`config.mk`:
```
export PLATFORM = sky130hd
export DESIGN_NAME = window_peak_detector
export DESIGN_NICKNAME = d
export VERILOG_FILES = /design/src/rtl/core/wpd_pkg.sv /design/src/rtl/core/wpd_window.sv /design/src/rtl/core/wpd_counter.sv /design/src/rtl/core/window_peak_detector.sv
export SDC_FILE = /design/constraint.sdc
export NUM_CORES = 1
export LEC_CHECK = 0
export BUFFER_PORTS_ARGS = -buffer_cell sky130_fd_sc_hd__buf_4
export CORE_ASPECT_RATIO = 1.1
export CORE_MARGIN = 1
export CORE_UTILIZATION = 57
export DETAILED_ROUTE_END_ITERATION = 8
export PLACE_DENSITY = 0.75
export RECOVER_POWER = 50
export SLEW_MARGIN = 0
export SYNTH_ARGS = -nofsm -noshare
export SYNTH_HDL_FRONTEND = slang
export SYNTH_SLANG_ARGS = --single-unit
```
`constraint.sdc`:
```
create_clock -name clk -period 9.7 [get_ports clk]
set_clock_uncertainty 0.05 [all_clocks]
set_input_delay 0.97 -clock clk [delete_from_list [all_inputs] [get_ports clk]]
set_output_delay 0.97 -clock clk [all_outputs]
set_load 0.03 [all_outputs]
```
`src/rtl/core/wpd_pkg.sv`:
```
// wpd_pkg: shared types and constants for the window peak detector
// item structs, register indexes and reset values; no dependencies
`timescale 1ns / 1ps

package wpd_pkg;

	localparam int CFG_DATA_W = 16;
	localparam int CFG_INDEX_W = 1;
	localparam int PEAK_CNT_W = 11;
	localparam int ORDINAL_W = 10;
	localparam int OUT_INDEX_W = 16;
	localparam int BIN_COUNT_W = 16;

	localparam logic [CFG_INDEX_W-1:0] REG_PEAK_THRESHOLD = 1'b0;
	localparam logic [CFG_INDEX_W-1:0] REG_MAX_PEAKS = 1'b1;

	localparam logic [15:0] THRESHOLD_RESET = 16'd50;
	localparam logic [PEAK_CNT_W-1:0] MAX_PEAKS_RESET = 11'd50;
	localparam logic [PEAK_CNT_W-1:0] ORDINAL_LIMIT = 11'd1024;

	typedef struct packed {
		logic [BIN_COUNT_W-1:0] bin_count;
		logic is_last;
	} bin_item_t;

	typedef struct packed {
		logic [OUT_INDEX_W-1:0] peak_index;
		logic [ORDINAL_W-1:0] peak_ordinal;
	} peak_item_t;

	typedef struct packed {
		logic hit;
		logic take;
		peak_item_t item;
	} peak_res_t;

endpackage

```
`src/rtl/core/wpd_window.sv`:
```
// wpd_window: shift line of past bin counts and the centre-is-maximum test
// uses wpd_pkg for the input width
`timescale 1ns / 1ps

module wpd_window #(
	parameter int HALF_WINDOW = 10,
	parameter int COUNT_WIDTH = 16
) (
	input  logic                   clk,
	input  logic                   shift_en,
	input  logic [wpd_pkg::BIN_COUNT_W-1:0] bin_count,
	output logic                   centre_max,
	output logic [COUNT_WIDTH-1:0] centre_val
);

	localparam int TAPS = 2 * HALF_WINDOW;

	logic [COUNT_WIDTH-1:0] taps_q [TAPS];
	logic [COUNT_WIDTH+wpd_pkg::BIN_COUNT_W-1:0] count_ext;
	logic [COUNT_WIDTH-1:0] count;
	logic [TAPS:0] ge;

	assign count_ext = {{COUNT_WIDTH{1'b0}}, bin_count};
	assign count = count_ext[COUNT_WIDTH-1:0];
	assign centre_val = taps_q[HALF_WINDOW-1];

	always_ff @(posedge clk) begin
		if (shift_en) begin
			taps_q[0] <= count;
			for (int j = 1; j < TAPS; j++) begin
				taps_q[j] <= taps_q[j-1];
			end
		end
	end

	// centre against the new sample and every other tap
	always_comb begin
		ge[TAPS] = (centre_val >= count);
		for (int j = 0; j < TAPS; j++) begin
			ge[j] = (j == HALF_WINDOW - 1) ? 1'b1 : (centre_val >= taps_q[j]);
		end
	end

	assign centre_max = &ge;

endmodule

```
`src/rtl/core/wpd_counter.sv`:
```
// wpd_counter: sample and peak counters and the peak decision
// uses wpd_pkg for the result struct and the ordinal limit
`timescale 1ns / 1ps

module wpd_counter #(
	parameter int HALF_WINDOW = 10,
	parameter int COUNT_WIDTH = 16,
	parameter int INDEX_WIDTH = 16
) (
	input  logic                   clk,
	input  logic                   arst_n,
	input  logic                   step,
	input  logic                   is_last,
	input  logic                   centre_max,
	input  logic [COUNT_WIDTH-1:0] centre_val,
	input  logic [15:0]            peak_threshold,
	input  logic [wpd_pkg::PEAK_CNT_W-1:0] max_peaks,
	output wpd_pkg::peak_res_t     res
);

	logic [INDEX_WIDTH-1:0] sample_cnt_q;
	logic [wpd_pkg::PEAK_CNT_W-1:0] peak_cnt_q;
	logic [wpd_pkg::PEAK_CNT_W-1:0] limit;
	logic [INDEX_WIDTH-1:0] centre;
	logic [INDEX_WIDTH+wpd_pkg::OUT_INDEX_W-1:0] centre_ext;
	logic [COUNT_WIDTH+15:0] val_ext;
	logic [COUNT_WIDTH+15:0] thr_ext;
	logic tested;

	assign limit = (max_peaks > wpd_pkg::ORDINAL_LIMIT) ? wpd_pkg::ORDINAL_LIMIT : max_peaks;
	assign centre = sample_cnt_q - INDEX_WIDTH'(HALF_WINDOW);
	assign centre_ext = {{wpd_pkg::OUT_INDEX_W{1'b0}}, centre};
	assign val_ext = {16'b0, centre_val};
	assign thr_ext = {{COUNT_WIDTH{1'b0}}, peak_threshold};
	assign tested = sample_cnt_q >= INDEX_WIDTH'(2 * HALF_WINDOW);

	always_comb begin
		res.take = (sample_cnt_q != {INDEX_WIDTH{1'b1}});
		res.hit = res.take && tested && centre_max && (val_ext >= thr_ext)
			&& (peak_cnt_q < limit);
		res.item.peak_index = centre_ext[wpd_pkg::OUT_INDEX_W-1:0];
		res.item.peak_ordinal = peak_cnt_q[wpd_pkg::ORDINAL_W-1:0];
	end

	always_ff @(posedge clk or negedge arst_n) begin
		if (!arst_n) begin
			sample_cnt_q <= '0;
			peak_cnt_q <= '0;
		end else if (step) begin
			if (is_last) begin
				sample_cnt_q <= '0;
				peak_cnt_q <= '0;
			end else begin
				if (res.take) begin
					sample_cnt_q <= sample_cnt_q + 1'b1;
				end
				if (res.hit) begin
					peak_cnt_q <= peak_cnt_q + 1'b1;
				end
			end
		end
	end

endmodule

```
`src/rtl/core/window_peak_detector.sv`:
```
// window_peak_detector: top level, input register, configuration and result register
// uses wpd_pkg, wpd_window and wpd_counter
// a peak passes the input register and then the result register before it appears on peak_valid
// throughput: one bin item per cycle; held only while a stalled result waits
// reset: counters cleared, peak_threshold and max_peaks return to 50,
//   window contents stay undefined and are read only once refilled
`timescale 1ns / 1ps

module window_peak_detector #(
	parameter int HALF_WINDOW = 10,
	parameter int COUNT_WIDTH = 16,
	parameter int INDEX_WIDTH = 16
) (
	input  logic                 clk,
	input  logic                 arst_n,
	input  logic                 bin_valid,
	output logic                 bin_stall,
	input  wpd_pkg::bin_item_t   bin_item,
	output logic                 peak_valid,
	input  logic                 peak_stall,
	output wpd_pkg::peak_item_t  peak_item,
	input  logic                 cfg_write,
	input  logic [wpd_pkg::CFG_INDEX_W-1:0] cfg_index,
	input  logic [wpd_pkg::CFG_DATA_W-1:0]  cfg_data
);

	logic valid_s1;
	wpd_pkg::bin_item_t item_s1;
	logic out_valid_q;
	wpd_pkg::peak_item_t out_item_q;
	logic [15:0] threshold_q;
	logic [wpd_pkg::PEAK_CNT_W-1:0] max_peaks_q;
	logic advance;
	logic step;
	logic centre_max;
	logic [COUNT_WIDTH-1:0] centre_val;
	wpd_pkg::peak_res_t res;

	assign advance = !out_valid_q || !peak_stall;
	assign bin_stall = valid_s1 && !advance;
	assign step = valid_s1 && advance;
	assign peak_valid = out_valid_q;
	assign peak_item = out_item_q;

	always_ff @(posedge clk or negedge arst_n) begin
		if (!arst_n) begin
			threshold_q <= wpd_pkg::THRESHOLD_RESET;
			max_peaks_q <= wpd_pkg::MAX_PEAKS_RESET;
		end else if (cfg_write) begin
			case (cfg_index)
				wpd_pkg::REG_PEAK_THRESHOLD: threshold_q <= cfg_data;
				wpd_pkg::REG_MAX_PEAKS: max_peaks_q <= cfg_data[wpd_pkg::PEAK_CNT_W-1:0];
				default: ;
			endcase
		end
	end

	always_ff @(posedge clk or negedge arst_n) begin
		if (!arst_n) begin
			valid_s1 <= 1'b0;
		end else if (!bin_stall) begin
			valid_s1 <= bin_valid;
		end
	end

	always_ff @(posedge clk) begin
		if (!bin_stall && bin_valid) begin
			item_s1 <= bin_item;
		end
	end

	always_ff @(posedge clk or negedge arst_n) begin
		if (!arst_n) begin
			out_valid_q <= 1'b0;
		end else if (advance) begin
			out_valid_q <= valid_s1 && res.hit;
		end
	end

	always_ff @(posedge clk) begin
		if (step && res.hit) begin
			out_item_q <= res.item;
		end
	end

	wpd_window #(
		.HALF_WINDOW(HALF_WINDOW),
		.COUNT_WIDTH(COUNT_WIDTH)
	) u_window (
		.clk        (clk),
		.shift_en   (step && res.take),
		.bin_count  (item_s1.bin_count),
		.centre_max (centre_max),
		.centre_val (centre_val)
	);

	wpd_counter #(
		.HALF_WINDOW(HALF_WINDOW),
		.COUNT_WIDTH(COUNT_WIDTH),
		.INDEX_WIDTH(INDEX_WIDTH)
	) u_counter (
		.clk            (clk),
		.arst_n         (arst_n),
		.step           (step),
		.is_last        (item_s1.is_last),
		.centre_max     (centre_max),
		.centre_val     (centre_val),
		.peak_threshold (threshold_q),
		.max_peaks      (max_peaks_q),
		.res            (res)
	);

endmodule

```
# After elaboration in Yosys (flattened, before gate mapping)
# Memories as Yosys holds them, arrays and structs flattened.
# Cells that the tools add are included.
[op_classes]
addsub = 3
n_mul = 0
div = 0
magnitude_cmp = 24
n_eq_ne = 1
shift = 0
n_mux = 7
n_bitwise = 1
n_reduce_logical = 22
[ops]
columns = ["operator", "n"]
rows = [
  ["$ge 16x16->1", 21],
  ["$mux 11", 3],
  ["$mux 16", 2],
  ["$reduce_and 20->1", 1],
  ["$add 16x1->16 const B", 1],
  ["$ge 16x5->1 const B", 1],
  ["$ne 16x16->1 const B", 1],
  ["$sub 16x4->16 const B", 1],
  ["$add 11x1->11 const B", 1],
  ["$gt 11x11->1 const B", 1],
  ["$lt 11x11->1", 1],
  ["$logic_and 1x1->1", 10],
  ["$reduce_and 2->1", 4],
  ["$logic_not 1->1", 4],
  ["$reduce_bool 2->1", 2],
  ["$mux 1", 2],
  ["$logic_or 1x1->1", 1],
  ["$not 1->1", 1],
]
[totals]
ff_bits = 99
latchBits = 0
mem_bits_rw = 320
romBits = 0
in_bits = 39
out_inout_bits = 28
elab_cells = 69
memories = 1
[mem_list]
columns = ["memory", "words", "word_bits", "read_ports", "rd_ports_with_merged_regs", "wr", "line", "source"]
rows = [
  ["u_window.taps_q", 20, 16, 20, 0, 20, "wpd_window.sv:18", "logic [COUNT_WIDTH-1:0] taps_q [TAPS];"],
]

# Longest topological paths before layout
# An unclocked memory read counts as a cell.
[depth]
depth_word = 8
depth_mapped = 14

# Cells and area by module
# Synthesis repeated with hierarchy kept, for this count alone.
[unflattened]
cells_unflattened = 1813
area_unflattened_um2 = 22482.8
[modules_own_cells]
columns = ["module", "n_inst", "cells_each", "area_each_um2"]
rows = [
  ["wpd_window", 1, 1380, 17361.7],
  ["wpd_counter", 1, 319, 2651.3],
  ["window_peak_detector", 1, 114, 2469.9],
]

# Least setup slack after synthesis
# OpenSTA, ideal clock, no wires.
[synth_timing]
path_kind = "input -> register"
startpoint = "in peak_stall"
endpoint = "reg u_counter.peak_cnt_q[8] (netlist bit)"
arrival_ns = 10.083
required_time_ns = 9.522
setup_slack_ns = -0.561
cell_stages = 11
path_cell_list = "nand2_1 and2_1 nand2_1 clkinv_1 a32oi_1 nor4b_1 nand4bb_1 buf_6 buf_6 mux2i_1 nand3_1"
[synth_between]
elab_chain_len = 4
[synth_lines]
columns = ["element", "line", "source"]
rows = [
  ["start: declaration", "window_peak_detector.sv:20", "input logic peak_stall,"],
  ["$logic_not 1->1", "window_peak_detector.sv:39", "assign advance = !out_valid_q || !peak_stall;"],
  ["$logic_or 1x1->1", "window_peak_detector.sv:39", ""],
  ["$logic_and 1x1->1", "window_peak_detector.sv:41", "assign step = valid_s1 && advance;"],
  ["$reduce_and 2->1 (no source line)", "n/a", ""],
  ["end signal: assignment", "wpd_counter.sv:58", "peak_cnt_q <= peak_cnt_q + 1'b1;"],
  ["end: declaration", "wpd_counter.sv:22", "logic [wpd_pkg::PEAK_CNT_W-1:0] peak_cnt_q;"],
]
# Every way passes these cells.
# A chain may end at the register's enable or synchronous reset.

==> flow_metrics.tcl <==
set metrics [dict create \
    worst_setup_path_end_kind "flip-flop" \
    ir_drop_v 0.000159 \
    area_growth_pct 11.4 \
    timing.rr.start "u_window.taps_q[9][8]$_DFFE_PP_" \
    async_flop_share_pct 13.4 \
    synth-xor-area-share_pct 0.985 \
    holdPathStages 0 \
    dp_slack_ps 4980 \
    synthTopCellsByCount "363 x edfxtp_1, 351 x ha_1, 332 x inv_1, 123 x nand2_1, 101 x a21oi_1" \
    syn-num-nets 2234 \
    ctsResizeCount 0 \
    p_clk_share_pct 43.4 \
    synth_edf_count 363 \
    dp_hpwl_um 31700 \
    viasPerCell 5.71 \
    num_rows 75 \
    synth_compound_area_share_pct 9.12 \
    ant_nets 0 \
    fmax_ghz 0.199 \
    placed_cells 2409 \
    synthesis.area_um2 22200 \
    cts.sink_count 419 \
    ys_seq_area_share_pct 55.4 \
    hp-class "flip-flop to flip-flop" \
    tns_ps 0 \
    violations "max-capacitance violations, max-slew violations" \
    wl_per_cell_um 17.7 \
    grt_pass1_vias 14800 \
    die_h_um 209 \
    place.gp.congestion 0.885 \
    final-setup-viol-count 0 \
    p_int_mw 3.02 \
    synthFlopType "edfxtp_1" \
    grt-ovfl-total 0 \
    drtIter0Drc 897 \
    instances_no_fill 2487 \
    rsz0062_at_grt "false" \
    power_switching_mw 0.819 \
    synthTopCellsByArea "edfxtp_1 49%, ha_1 20%, dfrtp_1 5.6%, inv_1 5.6%, a21oi_1 2.3%" \
    die-area_um2 39800 \
    setup.worst_path.start "u_window.taps_q[9][8]$_DFFE_PP_" \
    n_antenna_cell 0 \
    drv_cap 2 \
    yosys.area_share.simple_pct 7.94 \
    yosysTopAreaCell "edfxtp_1" \
    hold_path.startpoint "u_window.taps_q[6][15]$_DFFE_PP_" \
    switching_share_pct 21.3 \
    drc 0 \
    dr.pass1.iters 5 \
    seqPwrFrac_pct 52.4 \
    clockBufferDepth 3 \
    worst_pin_slew_ps 3100 \
    syn_inst 1844 \
    status "finished, violations left" \
    fin_crit_ps 5020 \
    insertion_delay_ps 560 \
    synth_top_area_share_pct 49.0 \
    antenna_found_initial 0 \
    clk_root_buffer_cell "clkbuf_16" \
    pwr-share-comb_pct 4.1 \
    worst_slack_ps 4680 \
    start_kind "flip-flop" \
    num_vias 14200 \
    cts_hold_buffers 0 \
    io_pins 67 \
    synth.area.mux_share_pct 0.788 \
    start_util_pct 58.1 \
    ys_types 64 \
    coreArea_um2 38300 \
    r2r_cells 11 \
    clkTransAtPathRegs_ps 60 \
    path_max_fanout 22 \
    p_total_mw 3.84 \
    slew_headroom_pct -107 \
    synthAdderAreaFrac_pct 19.8 \
    die_w_um 190 \
    grt_pass1_wl_um 71000 \
    drive_above_1_share_pct 8.05 \
    htreeDepth 2 \
    port_buffers 66 \
    synth_top_family_by_area "adder cells" \
    worstPathArrival_ps 5420 \
    cts_buffers 44 \
    grt_start_max_net_pins 173 \
    avgSynthCellArea_um2 12.1 \
    final_hold_viol_count 0 \
    p_per_area_nw_per_um2 155 \
    post_cts_buffers 0 \
    p_leak_nw 11.1 \
    synth_seq_cells 419 \
    cts_tree "built" \
    yosys_warnings 0 \
    required_ps 10100 \
    timing.final.crit_share_pct 51.7 \
    nets 2345 \
    wl_um 44100 \
    grtUsageTotal_pct 22.8 \
    yosysMostFrequentCell "edfxtp_1" \
    critPathKind "flip-flop to flip-flop" \
    report.final.slew_viol_count 89 \
]
==> worst max-delay path: stages, from the launching register on <==
cell	delay, ps
edfxtp_1	320
clkbuf_1	1020
ha_1	320
a21oi_1	70
o21ai_0	320
a211oi_1	100
o31ai_1	590
nand2_1	110
nor4_1	280
nand4bb_1	830
or3_1	660
a31o_1	220
==> per-stage QoR <==
stage / hold slack, ps / area, um^2 / utilization (%)
detailed placement: 382 / 23400 / 61.1
CTS: 393 / 24800 / 64.8
global placement: 377 / 23400 / 61.1
global route: 396 / 24800 / 64.7
floorplan: 376 / 22200 / -
finish: 392 / 24800 / 64.7
==> path summary, 6_finish.rpt <==
check,to,slack [ps]
max,u_counter.peak_cnt_q[9]$_DFFE_PN0P_,4680
min,u_window.taps_q[7][15]$_DFFE_PP_,390
max reg2reg,u_counter.peak_cnt_q[9]$_DFFE_PN0P_,4680
min reg2reg,u_window.taps_q[7][15]$_DFFE_PP_,390
max in group asynchronous,u_counter.sample_cnt_q[5]$_DFFE_PN0P_,6470
min in group asynchronous,max_peaks_q[0]$_DFFE_PN0P_,1380
==> power groups by stage <==
stage | clock, mW | combinational, mW | sequential [mW]
finish | 1.67 | 0.159 | 2.01
global route | 1.77 | 0.178 | 2.02
CTS | 1.70 | 0.161 | 2.01
detailed placement | 0 | 0.158 | 2.05
global placement | 0 | 0.152 | 2.05
floorplan | 0 | 0.101 | 2.05
==> layout make-up <==
class / count / area, um^2
sequential: 419 / 12300
clock buffer: 51 / 1150
inverter: 334 / 1270
multi-input combinational: 1073 / 8580
timing repair buffer: 83 / 574
clock inverter: 27 / 255
tap: 500 / 626
fill: 2907 / 13500
==> flip-flops by register name (all words and copies together) (netlist names) <==
name,flops
item_s1,17
threshold_q,16
peak_item,26
peak_valid,1
u_counter.peak_cnt_q,11
valid_s1,1
u_counter.sample_cnt_q,16
max_peaks_q,11
u_window.taps_q,320
==> routing by layer <==
layer	part of all wire, %	vias up	track usage [%]
li1	-	6894	-
met1	39	6932	25.6
met2	53	270	41.7
met3	3.2	107	3.54
met4	4.8	0	11.4
met5	0	-	0
==> placed cells by master (no fill, tap or decap), types with 12 or more instances in the layout <==
cell type / synthesis / layout
dfrtp_1: 50 / 50
edfxtp_1: 363 / 363
inv_1: 332 / 332
clkbuf_4: 0 / 19
nand4_1: 32 / 32
nand2_1: 123 / 123
xor2_1: 20 / 20
nor2b_1: 13 / 13
clkbuf_1: 14 / 19
a2111oi_0: 13 / 13
a211oi_1: 19 / 19
a21oi_1: 101 / 101
o21ai_0: 84 / 84
mux2_2: 12 / 12
nand2b_1: 15 / 15
buf_4: 0 / 51
nor2_1: 66 / 66
nor3_1: 19 / 19
ha_1: 351 / 351
a21o_1: 22 / 22
clkinv_2: 0 / 12
nand3_1: 33 / 33
and4_1: 12 / 12
clkbuf_16: 0 / 45
==> kinds of logic after synthesis <==
kind of cell / after synthesis
AOI/OAI and AO/OA: 325
buffers and inverters: 352
adders and majority gates: 351
muxes: 16
and+or+nand+nor: 356
xor gates and xnor gates: 25
DFF: 419
Note: power is estimated with default switching activity, not from simulation.
